--- src/hdl/dmwc_pkg.sv ---
package dmwc_pkg;

   // Field widths of the pixel and result items.
   localparam int PIX_W  = 8;
   localparam int ROW_W  = 12;
   localparam int COL_W  = 10;

   // Configuration register widths and indexes.
   localparam int FW_W       = 11;
   localparam int FH_W       = 12;
   localparam int MASK_W     = 63;
   localparam int CSR_ADDR_W = 2;

   localparam logic [CSR_ADDR_W-1:0] CSR_FRAME_WIDTH  = 2'd0;
   localparam logic [CSR_ADDR_W-1:0] CSR_FRAME_HEIGHT = 2'd1;
   localparam logic [CSR_ADDR_W-1:0] CSR_MASK_A       = 2'd2;
   localparam logic [CSR_ADDR_W-1:0] CSR_MASK_B       = 2'd3;

   localparam logic [FW_W-1:0]   FRAME_WIDTH_RST  = 11'd640;
   localparam logic [FH_W-1:0]   FRAME_HEIGHT_RST = 12'd480;
   localparam logic [MASK_W-1:0] MASK_RST         = 63'd72624976668147841;

   localparam logic [FH_W-1:0] HEIGHT_MIN = 12'd3;

   // Convolution arithmetic: 3x3 window, 7-bit signed coefficients.
   localparam int TAPS     = 9;
   localparam int ROWS     = 3;
   localparam int COEF_W   = 7;
   localparam int PROD_W   = 16;
   localparam int ROWSUM_W = 18;
   localparam int SUM_W    = 19;
   localparam int MAG_W    = 19;
   localparam logic [PIX_W-1:0] PIX_MAX = 8'hFF;

   // Result queue sizing.
   localparam int FIFO_DEPTH = 8;
   localparam int FIFO_PTR_W = 3;
   localparam int FIFO_CNT_W = 4;

   typedef logic [TAPS-1:0][PIX_W-1:0] window_type;

   // Position and flags of an item travelling down the pipeline.
   typedef struct packed {
      logic             emit;
      logic             last;
      logic [ROW_W-1:0] row;
      logic [COL_W-1:0] col;
   } info_type;

   typedef struct packed {
      logic             last;
      logic [PIX_W-1:0] value;
      logic [COL_W-1:0] col;
      logic [ROW_W-1:0] row;
   } result_type;

endpackage

--- src/hdl/dmwc_result_fifo.sv ---
module dmwc_result_fifo
   import dmwc_pkg::*;
(
   input  logic       clock,
   input  logic       reset,
   input  logic       push,
   input  result_type push_data,
   input  logic       pop,
   output logic       out_valid,
   output result_type out_data
);

   result_type            slot_ff [FIFO_DEPTH];
   logic [FIFO_PTR_W-1:0] wr_ptr_ff;
   logic [FIFO_PTR_W-1:0] rd_ptr_ff;
   logic [FIFO_CNT_W-1:0] count_ff;
   logic [FIFO_CNT_W-1:0] count_in;

   // Occupancy follows pushes and pops; the caller keeps it within depth.
   always_comb begin
      count_in = count_ff;
      if (push && !pop) begin
         count_in = count_ff + 1'b1;
      end else if (pop && !push) begin
         count_in = count_ff - 1'b1;
      end
   end

   always_ff @(posedge clock) begin
      if (reset) begin
         wr_ptr_ff <= '0;
         rd_ptr_ff <= '0;
         count_ff  <= '0;
      end else begin
         if (push) begin
            wr_ptr_ff <= wr_ptr_ff + 1'b1;
         end
         if (pop) begin
            rd_ptr_ff <= rd_ptr_ff + 1'b1;
         end
         count_ff <= count_in;
      end
   end

   always_ff @(posedge clock) begin
      if (push) begin
         slot_ff[wr_ptr_ff] <= push_data;
      end
   end

   assign out_valid = (count_ff != '0);
   assign out_data  = slot_ff[rd_ptr_ff];

`ifndef SYNTHESIS
   a_no_overflow: assert property (@(posedge clock) disable iff (reset)
      push && !pop |-> count_ff != FIFO_CNT_W'(FIFO_DEPTH))
      else $error("result queue written while full");

   a_no_underflow: assert property (@(posedge clock) disable iff (reset)
      pop |-> count_ff != '0)
      else $error("result queue read while empty");
`endif

endmodule

--- config.mk ---
export PLATFORM = sky130hd
export DESIGN_NAME = dmwc_result_fifo
export DESIGN_NICKNAME = d
export VERILOG_FILES = /design/src/hdl/dmwc_pkg.sv /design/src/hdl/dmwc_result_fifo.sv
export SDC_FILE = /design/constraint.sdc
export NUM_CORES = 1
export LEC_CHECK = 0
export BUFFER_PORTS_ARGS = -buffer_cell sky130_fd_sc_hd__buf_2
export CORE_MARGIN = 2
export CORE_UTILIZATION = 50
export DETAILED_ROUTE_END_ITERATION = 8
export PLACE_DENSITY = 0.68
export SLEW_MARGIN = 20
export SYNTH_ARGS = -nofsm -noshare
export SYNTH_HDL_FRONTEND = slang
export SYNTH_SLANG_ARGS = --single-unit
--- constraint.sdc ---
create_clock -name clock -period 4.43 [get_ports clock]
set_input_delay 0 -clock clock [delete_from_list [all_inputs] [get_ports clock]]
set_output_delay 0 -clock clock [all_outputs]
set_load 0.005 [all_outputs]
==> key figures <==
Timing
  • Count of final setup violators: 0
  • Final min period: about 2.7 ns
  • Final Hold Vio Count: 0
  • Max Slew Vio Count: 0
  • Worst Max-Slew Pin Slew: 1.07 ns
  • Post-route clock skew: just under 0.009 ns
  • Worst slew margin: between 20 and 30%
  • Unrepaired setup endpoints after global routing: false
  • FMAX: between 0.3 and 0.4 GHz
  • Fin crit share: roughly three fifths
  • Setup TNS: 0 ns

Worst setup path
  • Crit path cell chain: mux4_1 -> mux2_2 -> buf_2
  • CP required: approximately 4.4 ns
  • Buf+Inv Stages, Crit Path: 1
  • CP Class: register to output port
  • Reg2Reg Depth: 3
  • Crit-path max FO: 62
  • Crit path depth: 3
  • Worst path slowest cell: dfxtp_4
  • Kind of end point of the critical path: output port
  • Crit path launch type: register
  • Crit path largest cell delay: ~1.0 ns
  • Critical Path AT: approximately 2.7 ns
  • Worst path top cell family by delay: flip-flops

Clock network
  • CTS tree: yes
  • Inserted Clock Buffers: 27
  • Sinks on Clock Net: between 200 and 300
  • Later-pin clock latency in the skew report: approximately 0.52 ns
  • Clock Path Buffers: 3
  • Root Driver: clkbuf_16
  • # Post-CTS Setup Buffers: 0
  • H-tree level count: 1
  • Clock-pin slew on the worst setup and hold paths: approximately 0.06 ns

Drt
  • Detailed-router iteration count before antenna repair: 4
  • Detail Route Antenna Nets: 0
  • Routed vias/inst: 5.61
  • Post-route DRC: 0
  • 1st-iter DRT viols: 365
  • Via count: about 4700
  • Wire length per cell: roughly 22 um
  • Total wire length: roughly 18000 um

Power
  • Max VDD drop: about 0.00030 V
  • Lkg Pwr: 4.06 nW
  • Cell Pwr Density: 444 nW/um^2

Floorplanning
  • Initial core utilization: roughly half
  • Die Wd: 146 um
  • Die Span Y: about 150 um
  • Die area: ~21000 um^2
  • Rows: 52
  • # IOs: 67
  • Core box area: ~20000 um^2

Global routing
  • Largest net degree at the start of global routing: between 60 and 70
  • Vias in the first global route: 5000
  • Total grt overflow: 0
  • GRT Util Overall: approximately 17%
  • Global-route wire length before repair: ~28000 um
  • Initial antenna violation count: 0

Final layout
  • Layout cells sized above 1: between 20% and 30%
  • Layout fillers: about 1400
  • Final net count: 589
  • Commonest non-fill, non-tap cell in the layout: edfxtp_1
  • Antenna cells: 0
  • Commonest non-fill, non-tap cells in the layout: edfxtp_1, buf_2, mux4_1
  • Syn-to-layout area delta: 18.5%
  • Final core utilization: between 50% and 60%

Synth
  • Synth warn: 0
  • Synthesized area per cell: between 20 and 25 um^2
  • Cells after synthesis: between 400 and 500
  • Netlist cell types: 23
  • Seq cells post-synth: approximately 260
  • Sequential element share of the synthesized area: around three quarters
  • Mapped Nets: about 470
  • Post-Synthesis Cell Area: a little over 10000 um^2

Place
  • RD Place Congestion: between 0.6 and 0.7
  • Port Buffer Count: 66
  • Dpl hpwl: between 10000 and 15000 um

Min path
  • Worst Hold Class: primary input to register
  • Hold Path Stages: 2

Outcome
  • Outcome: finished clean

Job
  • Max-cap viol count: 0
==> cells by family after synthesis <==
| kind of cell | count (synthesis) | synth area share [%] |
|---|---|---|
| AO/OA/AOI/OAI | 4 | 0.234 |
| XOR/XNOR | 6 | 0.518 |
| adder cells (fa/ha/maj) | 6 | 0.813 |
| buffers and inverters | 21 | 1.31 |
| flip-flops | 261 | 75.9 |
| multiplexers | 97 | 19.9 |
| AND/OR/NAND/NOR | 31 | 1.32 |
==> synth_stat cells (all sizes together) <==
cell type | instances | share of area (%)
mux4 | 62 | 16
ha | 5 | 0.62
nor2 | 19 | 0.70
nand2b | 3 | 0.18
inv | 2 | 0.074
a31oi | 1 | 0.062
fa | 1 | 0.20
clkbuf | 11 | 0.41
nor3 | 2 | 0.099
a211oi | 1 | 0.074
nand3 | 1 | 0.049
xnor2 | 3 | 0.26
a21oi | 2 | 0.099
nand2 | 4 | 0.15
dfxtp | 13 | 2.6
or4 | 1 | 0.074
xor2 | 3 | 0.26
mux2i | 3 | 0.30
buf | 8 | 0.83
mux2 | 32 | 3.5
edfxtp | 248 | 73
nor2b | 1 | 0.062
==> stage by stage <==
stage	total power (W)	cells	worst slack (ns)	area [um^2]	hold slack, ns
after global routing	0.00553	838	1.60	12000	0.285
after CTS	0.00541	838	1.67	12000	0.264
after detailed placement	0.00327	754	2.23	10800	0.271
after floorplan	0.00312	426	1.34	10200	0.0989
final	0.00534	838	1.73	12000	0.274
after global placement	0.00326	754	2.24	10800	0.257
==> timing repair <==
action | in CTS | in global routing
gates resized for setup | 0 | 0
hold buffers | 35 | 0
hold endpoints to repair | 261 | 0
==> flip-flops by register name, indices dropped and copies added (netlist names), named ones only <==
signal,count
count_ff,4
wr_ptr_ff,3
rd_ptr_ff,3
slot_ff,248
==> routing by layer <==
layer | global-route usage (%) | up-vias | wire length (um)
li1 | - | 2092 | -
met5 | 0 | - | 0
met4 | 4.95 | 0 | 473
met2 | 30.4 | 103 | 9450
met3 | 2.81 | 35 | 609
met1 | 22.3 | 2471 | 7700
==> final timing paths <==
path	start	to	slack [ns]
max	register	out_data[7]	1.73
min	push_data[4]	slot_ff[1][4]$_DFFE_PP_	0.27
max reg2reg	wr_ptr_ff[0]$_SDFFE_PP0P_	slot_ff[7][30]$_DFFE_PP_	2.48
min reg2reg	count_ff[2]$_SDFFE_PP0P_	count_ff[2]$_SDFFE_PP0P_	0.53
==> worst register-to-register path: stages (launching register included) <==
cell and delay (ns):
dfxtp_1 0.47, nand2_1 0.20, nor2_4 0.49, buf_4 0.44
==> cell type report <==
class                   instances  area, um^2  share of cell area (%)
inverters                       2        7.51                  0.0624
clock inverters                 9        71.3                   0.593
clock buffers                  40         766                    6.37
repair buffers                112         763                    6.35
well taps                     270         338                    2.81
multi-input cells             144        2370                    19.7
flip-flops and latches        261        7710                    64.1
==> power breakdown <==
group          leakage, nW  internal, W  switching, W  total (W)
Sequential            2.36      0.00277     0.0000631    0.00284
Combinational         1.29     0.000230      0.000170   0.000400
Clock                0.404      0.00125      0.000856    0.00211
(Power assumes the default switching activity.)
