--- config.mk ---
export PLATFORM = sky130hd
export DESIGN_NAME = dmwc_conv
export DESIGN_NICKNAME = d
export VERILOG_FILES = /design/src/hdl/dmwc_pkg.sv /design/src/hdl/dmwc_conv.sv
export SDC_FILE = /design/constraint.sdc
export NUM_CORES = 2
export LEC_CHECK = 0
export BUFFER_PORTS_ARGS = -buffer_cell sky130_fd_sc_hd__buf_4
export CELL_PAD_IN_SITES_DETAIL_PLACEMENT = 1
export CELL_PAD_IN_SITES_GLOBAL_PLACEMENT = 2
export CORE_MARGIN = 5
export CORE_UTILIZATION = 34
export CTS_CLUSTER_SIZE = 16
export DETAILED_ROUTE_END_ITERATION = 10
export PLACE_DENSITY_LB_ADDON = 0.1
export RECOVER_POWER = 100
export SYNTH_ARGS = -nofsm -noshare
export SYNTH_HDL_FRONTEND = slang
export SYNTH_SLANG_ARGS = --single-unit
--- constraint.sdc ---
create_clock -name clock -period 6.1 [get_ports clock]
set_input_delay 1.22 -clock clock [delete_from_list [all_inputs] [get_ports clock]]
set_output_delay 1.22 -clock clock [all_outputs]
set_load 0.03 [all_outputs]
--- src/hdl/dmwc_pkg.sv ---
package dmwc_pkg;

   // Field widths of the pixel and result items.
   localparam int PIX_W  = 8;
   localparam int ROW_W  = 12;
   localparam int COL_W  = 10;

   // Configuration register widths and indexes.
   localparam int FW_W       = 11;
   localparam int FH_W       = 12;
   localparam int MASK_W     = 63;
   localparam int CSR_ADDR_W = 2;

   localparam logic [CSR_ADDR_W-1:0] CSR_FRAME_WIDTH  = 2'd0;
   localparam logic [CSR_ADDR_W-1:0] CSR_FRAME_HEIGHT = 2'd1;
   localparam logic [CSR_ADDR_W-1:0] CSR_MASK_A       = 2'd2;
   localparam logic [CSR_ADDR_W-1:0] CSR_MASK_B       = 2'd3;

   localparam logic [FW_W-1:0]   FRAME_WIDTH_RST  = 11'd640;
   localparam logic [FH_W-1:0]   FRAME_HEIGHT_RST = 12'd480;
   localparam logic [MASK_W-1:0] MASK_RST         = 63'd72624976668147841;

   localparam logic [FH_W-1:0] HEIGHT_MIN = 12'd3;

   // Convolution arithmetic: 3x3 window, 7-bit signed coefficients.
   localparam int TAPS     = 9;
   localparam int ROWS     = 3;
   localparam int COEF_W   = 7;
   localparam int PROD_W   = 16;
   localparam int ROWSUM_W = 18;
   localparam int SUM_W    = 19;
   localparam int MAG_W    = 19;
   localparam logic [PIX_W-1:0] PIX_MAX = 8'hFF;

   // Result queue sizing.
   localparam int FIFO_DEPTH = 8;
   localparam int FIFO_PTR_W = 3;
   localparam int FIFO_CNT_W = 4;

   typedef logic [TAPS-1:0][PIX_W-1:0] window_type;

   // Position and flags of an item travelling down the pipeline.
   typedef struct packed {
      logic             emit;
      logic             last;
      logic [ROW_W-1:0] row;
      logic [COL_W-1:0] col;
   } info_type;

   typedef struct packed {
      logic             last;
      logic [PIX_W-1:0] value;
      logic [COL_W-1:0] col;
      logic [ROW_W-1:0] row;
   } result_type;

endpackage

--- src/hdl/dmwc_conv.sv ---
module dmwc_conv
   import dmwc_pkg::*;
(
   input  logic              clock,
   input  logic              reset,
   input  logic              in_valid,
   input  window_type        in_window,
   input  info_type          in_info,
   input  logic [MASK_W-1:0] mask_a,
   input  logic [MASK_W-1:0] mask_b,
   output logic              out_valid,
   output result_type        out_result
);

   // Unsigned pixel times signed coefficient; the product always fits 16 bits.
   function automatic logic signed [PROD_W-1:0] tap_product(
      input logic [PIX_W-1:0]  pix,
      input logic [COEF_W-1:0] coef
   );
      logic signed [PROD_W-1:0] pix_ext;
      logic signed [PROD_W-1:0] coef_ext;
      pix_ext  = {{(PROD_W-PIX_W){1'b0}}, pix};
      coef_ext = {{(PROD_W-COEF_W){coef[COEF_W-1]}}, coef};
      return pix_ext * coef_ext;
   endfunction

   logic signed [PROD_W-1:0]   prod_a_in  [TAPS];
   logic signed [PROD_W-1:0]   prod_b_in  [TAPS];
   logic signed [PROD_W-1:0]   prod_a_ff  [TAPS];
   logic signed [PROD_W-1:0]   prod_b_ff  [TAPS];
   logic signed [ROWSUM_W-1:0] rsum_a_in  [ROWS];
   logic signed [ROWSUM_W-1:0] rsum_b_in  [ROWS];
   logic signed [ROWSUM_W-1:0] rsum_a_ff  [ROWS];
   logic signed [ROWSUM_W-1:0] rsum_b_ff  [ROWS];
   logic signed [SUM_W-1:0]    total_a;
   logic signed [SUM_W-1:0]    total_b;
   logic [SUM_W-1:0]           abs_a;
   logic [SUM_W-1:0]           abs_b;
   logic [MAG_W-1:0]           mag;
   result_type                 result_in;

   logic       v1_ff;
   logic       v2_ff;
   logic       out_valid_ff;
   info_type   info1_ff;
   info_type   info2_ff;
   result_type result_ff;

   // Stage 1: eighteen tap products.
   always_comb begin
      for (int t = 0; t < TAPS; t++) begin
         prod_a_in[t] = tap_product(in_window[t], mask_a[COEF_W*t +: COEF_W]);
         prod_b_in[t] = tap_product(in_window[t], mask_b[COEF_W*t +: COEF_W]);
      end
   end

   // Stage 2: one sum per window row.
   always_comb begin
      for (int k = 0; k < ROWS; k++) begin
         rsum_a_in[k] = ROWSUM_W'(prod_a_ff[3*k]) + ROWSUM_W'(prod_a_ff[3*k+1])
                      + ROWSUM_W'(prod_a_ff[3*k+2]);
         rsum_b_in[k] = ROWSUM_W'(prod_b_ff[3*k]) + ROWSUM_W'(prod_b_ff[3*k+1])
                      + ROWSUM_W'(prod_b_ff[3*k+2]);
      end
   end

   // Stage 3: mask totals, absolute values, their sum and the clip to 8 bits.
   always_comb begin
      total_a = SUM_W'(rsum_a_ff[0]) + SUM_W'(rsum_a_ff[1]) + SUM_W'(rsum_a_ff[2]);
      total_b = SUM_W'(rsum_b_ff[0]) + SUM_W'(rsum_b_ff[1]) + SUM_W'(rsum_b_ff[2]);
      abs_a   = total_a[SUM_W-1] ? (~total_a + 1'b1) : total_a;
      abs_b   = total_b[SUM_W-1] ? (~total_b + 1'b1) : total_b;
      mag     = MAG_W'(abs_a) + MAG_W'(abs_b);
      result_in.row  = info2_ff.row;
      result_in.col  = info2_ff.col;
      result_in.last = info2_ff.last;
      if (mag > MAG_W'(PIX_MAX)) begin
         result_in.value = PIX_MAX;
      end else begin
         result_in.value = mag[PIX_W-1:0];
      end
   end

   always_ff @(posedge clock) begin
      if (reset) begin
         v1_ff        <= 1'b0;
         v2_ff        <= 1'b0;
         out_valid_ff <= 1'b0;
      end else begin
         v1_ff        <= in_valid;
         v2_ff        <= v1_ff;
         out_valid_ff <= v2_ff;
      end
      prod_a_ff <= prod_a_in;
      prod_b_ff <= prod_b_in;
      rsum_a_ff <= rsum_a_in;
      rsum_b_ff <= rsum_b_in;
      info1_ff  <= in_info;
      info2_ff  <= info1_ff;
      result_ff <= result_in;
   end

   assign out_valid  = out_valid_ff;
   assign out_result = result_ff;

endmodule

==> flow_metrics.env <==
export IMPL_ys_flop_type="dfxtp_1"
export IMPL_finalSetupTns_ns=0
export IMPL_synth_top_family_by_area="adder cells"
export IMPL_dpl_cell_count=7846
export IMPL_slowest_stage="fa_1"
export IMPL_ys_async_sr_fraction=0
export IMPL_synth_edf_count=0
export IMPL_synth_simple_gate_area_share=0.1535
export IMPL_die_area_um2=165600
export IMPL_ctsLongestPathBuffers=3
export IMPL_ys_types=70
export IMPL_route_vias_total=37850
export IMPL_crit_fanout=10
export IMPL_hold_violations=0
export IMPL_rr_worst_depth=23
export IMPL_place_congestion=0.7875
export IMPL_yosysWarnings=0
export IMPL_synthMuxAreaShare=0.002452
export IMPL_cpLargestDelayFamily="compound AO/OA/AOI/OAI gates"
export IMPL_setup_violations=0
export IMPL_cts_tree="yes"
export IMPL_drc=0
export IMPL_worst_slew_pin_transition_ns=0.9906
export IMPL_ys_seq_elements=476
export IMPL_cp_start_kind="register"
export IMPL_dp_hpwl_um=121000
export IMPL_clk_pin_slew_ns=0.07
export IMPL_worst_setup_path_type="reg -> reg"
export IMPL_grt_max_degree=16
export IMPL_fin_crit_sh=0.9464
export IMPL_hold_path_depth=0
export IMPL_portBuffers=255
export IMPL_fin_util=0.3841
export IMPL_relSlewSlack=0.3341
export IMPL_grt_pass1_vias=42240
export IMPL_grt_ovfl_total=0
export IMPL_seq_area_frac_synth=0.1779
export IMPL_core_area_um2=156400
export IMPL_cpPeakStageDelay_ns=0.53
export IMPL_synthTopCellsByArea="fa_1 25%, ha_1 21%, dfxtp_1 18%"
export IMPL_min_from="info2_ff[8]"
export IMPL_area_delta_synth_final_pct=12.13
export IMPL_endpoint_kind="register"
export IMPL_cts_hold_buf=0
export IMPL_hold_ws_ns=0.3154
export IMPL_ant_nets=0
export IMPL_yosys_area_top_type="fa_1"
export IMPL_cp_arrival_ns=6.30
export IMPL_synth_compound_area_frac=0.08130
export IMPL_pin_count=257
export IMPL_worst_r2r_setup_slack_ns=0.33
export IMPL_synthesis_area_um2=53570
export IMPL_syn_nets=7378
export IMPL_fillerInstances=17860
export IMPL_placementRows=145
export IMPL_fmax_mhz=173.2
export IMPL_reg2reg_from="rsum_b_ff[1]"
export IMPL_synthXorXnorAreaFrac=0.05671
export IMPL_max_cap_violations=0
export IMPL_drive_gt1_frac=0.06794
export IMPL_synthAdderAreaFrac=0.4619
export IMPL_syn_area_per_cell_um2=9.594
export IMPL_die_w_um=406.9
export IMPL_wl_per_cell_um=17.98
export IMPL_cp_cell_sequence="inv_1, fa_1, inv_1, ha_1, fa_1, a211o_1, a21o_1, a211o_1, a2111o_1, nor4_2, buf_4, nand2b_1, xnor2_1, ha_1, and3b_1, or4_1, a21oi_1, o21ai_0, a2111oi_2, buf_4, nand4_1, nor2_1, mux2i_1"
export IMPL_worst_clock_skew_ns=0.04053
export IMPL_start_util=0.3425
export IMPL_slew_violations=0
export IMPL_stdcell_count=7962
export IMPL_grtUsageTotal=0.1776
export IMPL_syn_inst=5584
export IMPL_first_pass_iters=5
export IMPL_nNetsFinal=7648
export IMPL_status="completed"
export IMPL_viasPerCell=4.754
export IMPL_clockRootBuffer="clkbuf_16"
export IMPL_rsz0062_at_grt="false"
export IMPL_hold_class="reg -> reg"
export IMPL_yosysTopAreaCellShare=0.2545
export IMPL_required_ns=6.62
export IMPL_cts_inserted_buffers=59
export IMPL_min_period_ns=5.773
export IMPL_rr_endpoint="out_result[28]"
export IMPL_die_h_um=406.9
export IMPL_antenna_found_initial=7
export IMPL_grt_pass1_wl_um=232700
export IMPL_cts_sinks=476
export IMPL_path_buf_inv=4
export IMPL_htreeDepth=2
export IMPL_drt_initial_drc_count=1099
export IMPL_routed_wl_um=143100
export IMPL_clk_latency_ns=0.66
export IMPL_min_to="out_result[20]"
## worst max-delay path by stage
stage / start / endpoint / slack [ns] / depth (start not counted)
floorplan: rsum_b_ff[1] / out_result[28] / 0.56 / 22
global placement: rsum_a_ff[1] / out_result[28] / 0.19 / 23
detailed placement: rsum_a_ff[1] / out_result[28] / 0.09 / 23
CTS: rsum_a_ff[1] / out_result[28] / 0.05 / 23
global route: rsum_a_ff[20] / out_result[29] / 0.001 / 22
finish: rsum_b_ff[1] / out_result[28] / 0.33 / 23
## worst reg2reg max path: stages, from the launching register on
cell and delay (ns):
dfxtp_1 0.30, inv_1 0.05, fa_1 0.53, inv_1 0.04, ha_1 0.22, fa_1 0.49
a211o_1 0.35, a21o_1 0.21, a211o_1 0.32, a2111o_1 0.47, nor4_2 0.15, buf_4 0.16
nand2b_1 0.11, xnor2_1 0.08, ha_1 0.33, and3b_1 0.25, or4_1 0.41, a21oi_1 0.22
o21ai_0 0.15, a2111oi_2 0.24, buf_4 0.22, nand4_1 0.14, nor2_1 0.13, mux2i_1 0.09
## sequential cells by signal, summed over array words and instances, names as in the netlist
name / count
info2_ff: 23
out_result: 31
rsum_b_ff: 54
info1_ff: 23
v1_ff: 1
out_valid: 1
rsum_a_ff: 54
prod_a_ff: 144
prod_b_ff: 144
v2_ff: 1
## area by class of cell
type                       instances  area, µm²  area share
multi-input combinational       4163      40610      0.6760
sequential                       476       9529      0.1586
inverter                         857       3217     0.05355
tap                             2058       2575     0.04287
timing repair buffer             297       2085     0.03470
clock buffer                      69       1595     0.02656
clock inverter                    40      455.4    0.007582
antenna                            2      5.005  0.00008332
## per-stage QoR
step	worst slack [ns]	area, µm²
3_3_place_gp	0.1891	58020
2_1_floorplan	0.5636	53570
5_1_grt	0.0009823	60060
6_report	0.3268	60070
4_1_cts	0.05219	60070
3_5_place_dp	0.08558	58020
## placed cells by master, fill, tap and decap left out, drive strengths merged, types with 9 or more instances in the layout
cell type  Yosys  final
nand3         34     34
nand2b       120    120
buf            3    231
clkbuf        85    135
nor3          80     80
a2111oi       11     11
a211oi        18     18
o21bai        48     48
xor2          77     77
inv          857    867
o21ai         57     57
o31a          36     36
nor2b         57     57
and3          21     21
nor2         285    285
o211ai        13     13
nor4           9      9
nand4         10     10
o41ai         39     39
and2         516    516
ha           888    888
a21o          70     70
xnor2        269    269
mux2i         12     12
fa           681    681
dfxtp        476    476
o21a          84     84
a211o         13     13
a31oi         11     11
or3           20     20
nand2        437    437
a21oi        151    151
clkinv         0     16
## kinds of logic (layout without fill, tap and decap cells)
| family | Yosys count | in the layout |
|---|---|---|
| XOR/XNOR | 346 | 346 |
| AND/OR/NAND/NOR | 1616 | 1616 |
| other | 0 | 2 |
| adder cells (fa/ha/maj) | 1569 | 1569 |
| buffers and inverters | 945 | 1263 |
| flip-flops | 476 | 476 |
| AO/OA/AOI/OAI | 619 | 619 |
| multiplexers | 13 | 13 |
## per-layer routing
layer / wire (µm) / share of wire / track usage / up-vias
li1: - / - / - / 18520
met1: 69280 / 0.48 / 0.2468 / 18860
met2: 68220 / 0.48 / 0.3046 / 366
met3: 3704 / 0.026 / 0.01842 / 100
met4: 1904 / 0.013 / 0.02759 / 2
met5: 13 / 0.000091 / 0 / -
## cell usage after synthesis (79+ instances only)
master      n
ha_1      888
inv_1     857
fa_1      681
and2_1    516
dfxtp_1   476
nand2_1   437
nor2_1    285
xnor2_1   268
a21oi_1   151
nand2b_1  120
clkbuf_1   85
o21a_1     84
nor3_1     79
## what timing repair did
action	in CTS	in global routing
resized for setup	0	29
buffers inserted	0	5
endpoints found under the setup margin	0	8
Power is left out: the tool's default activity adds up to more than one toggle a clock period on the data nets, which glitch-free logic cannot reach.
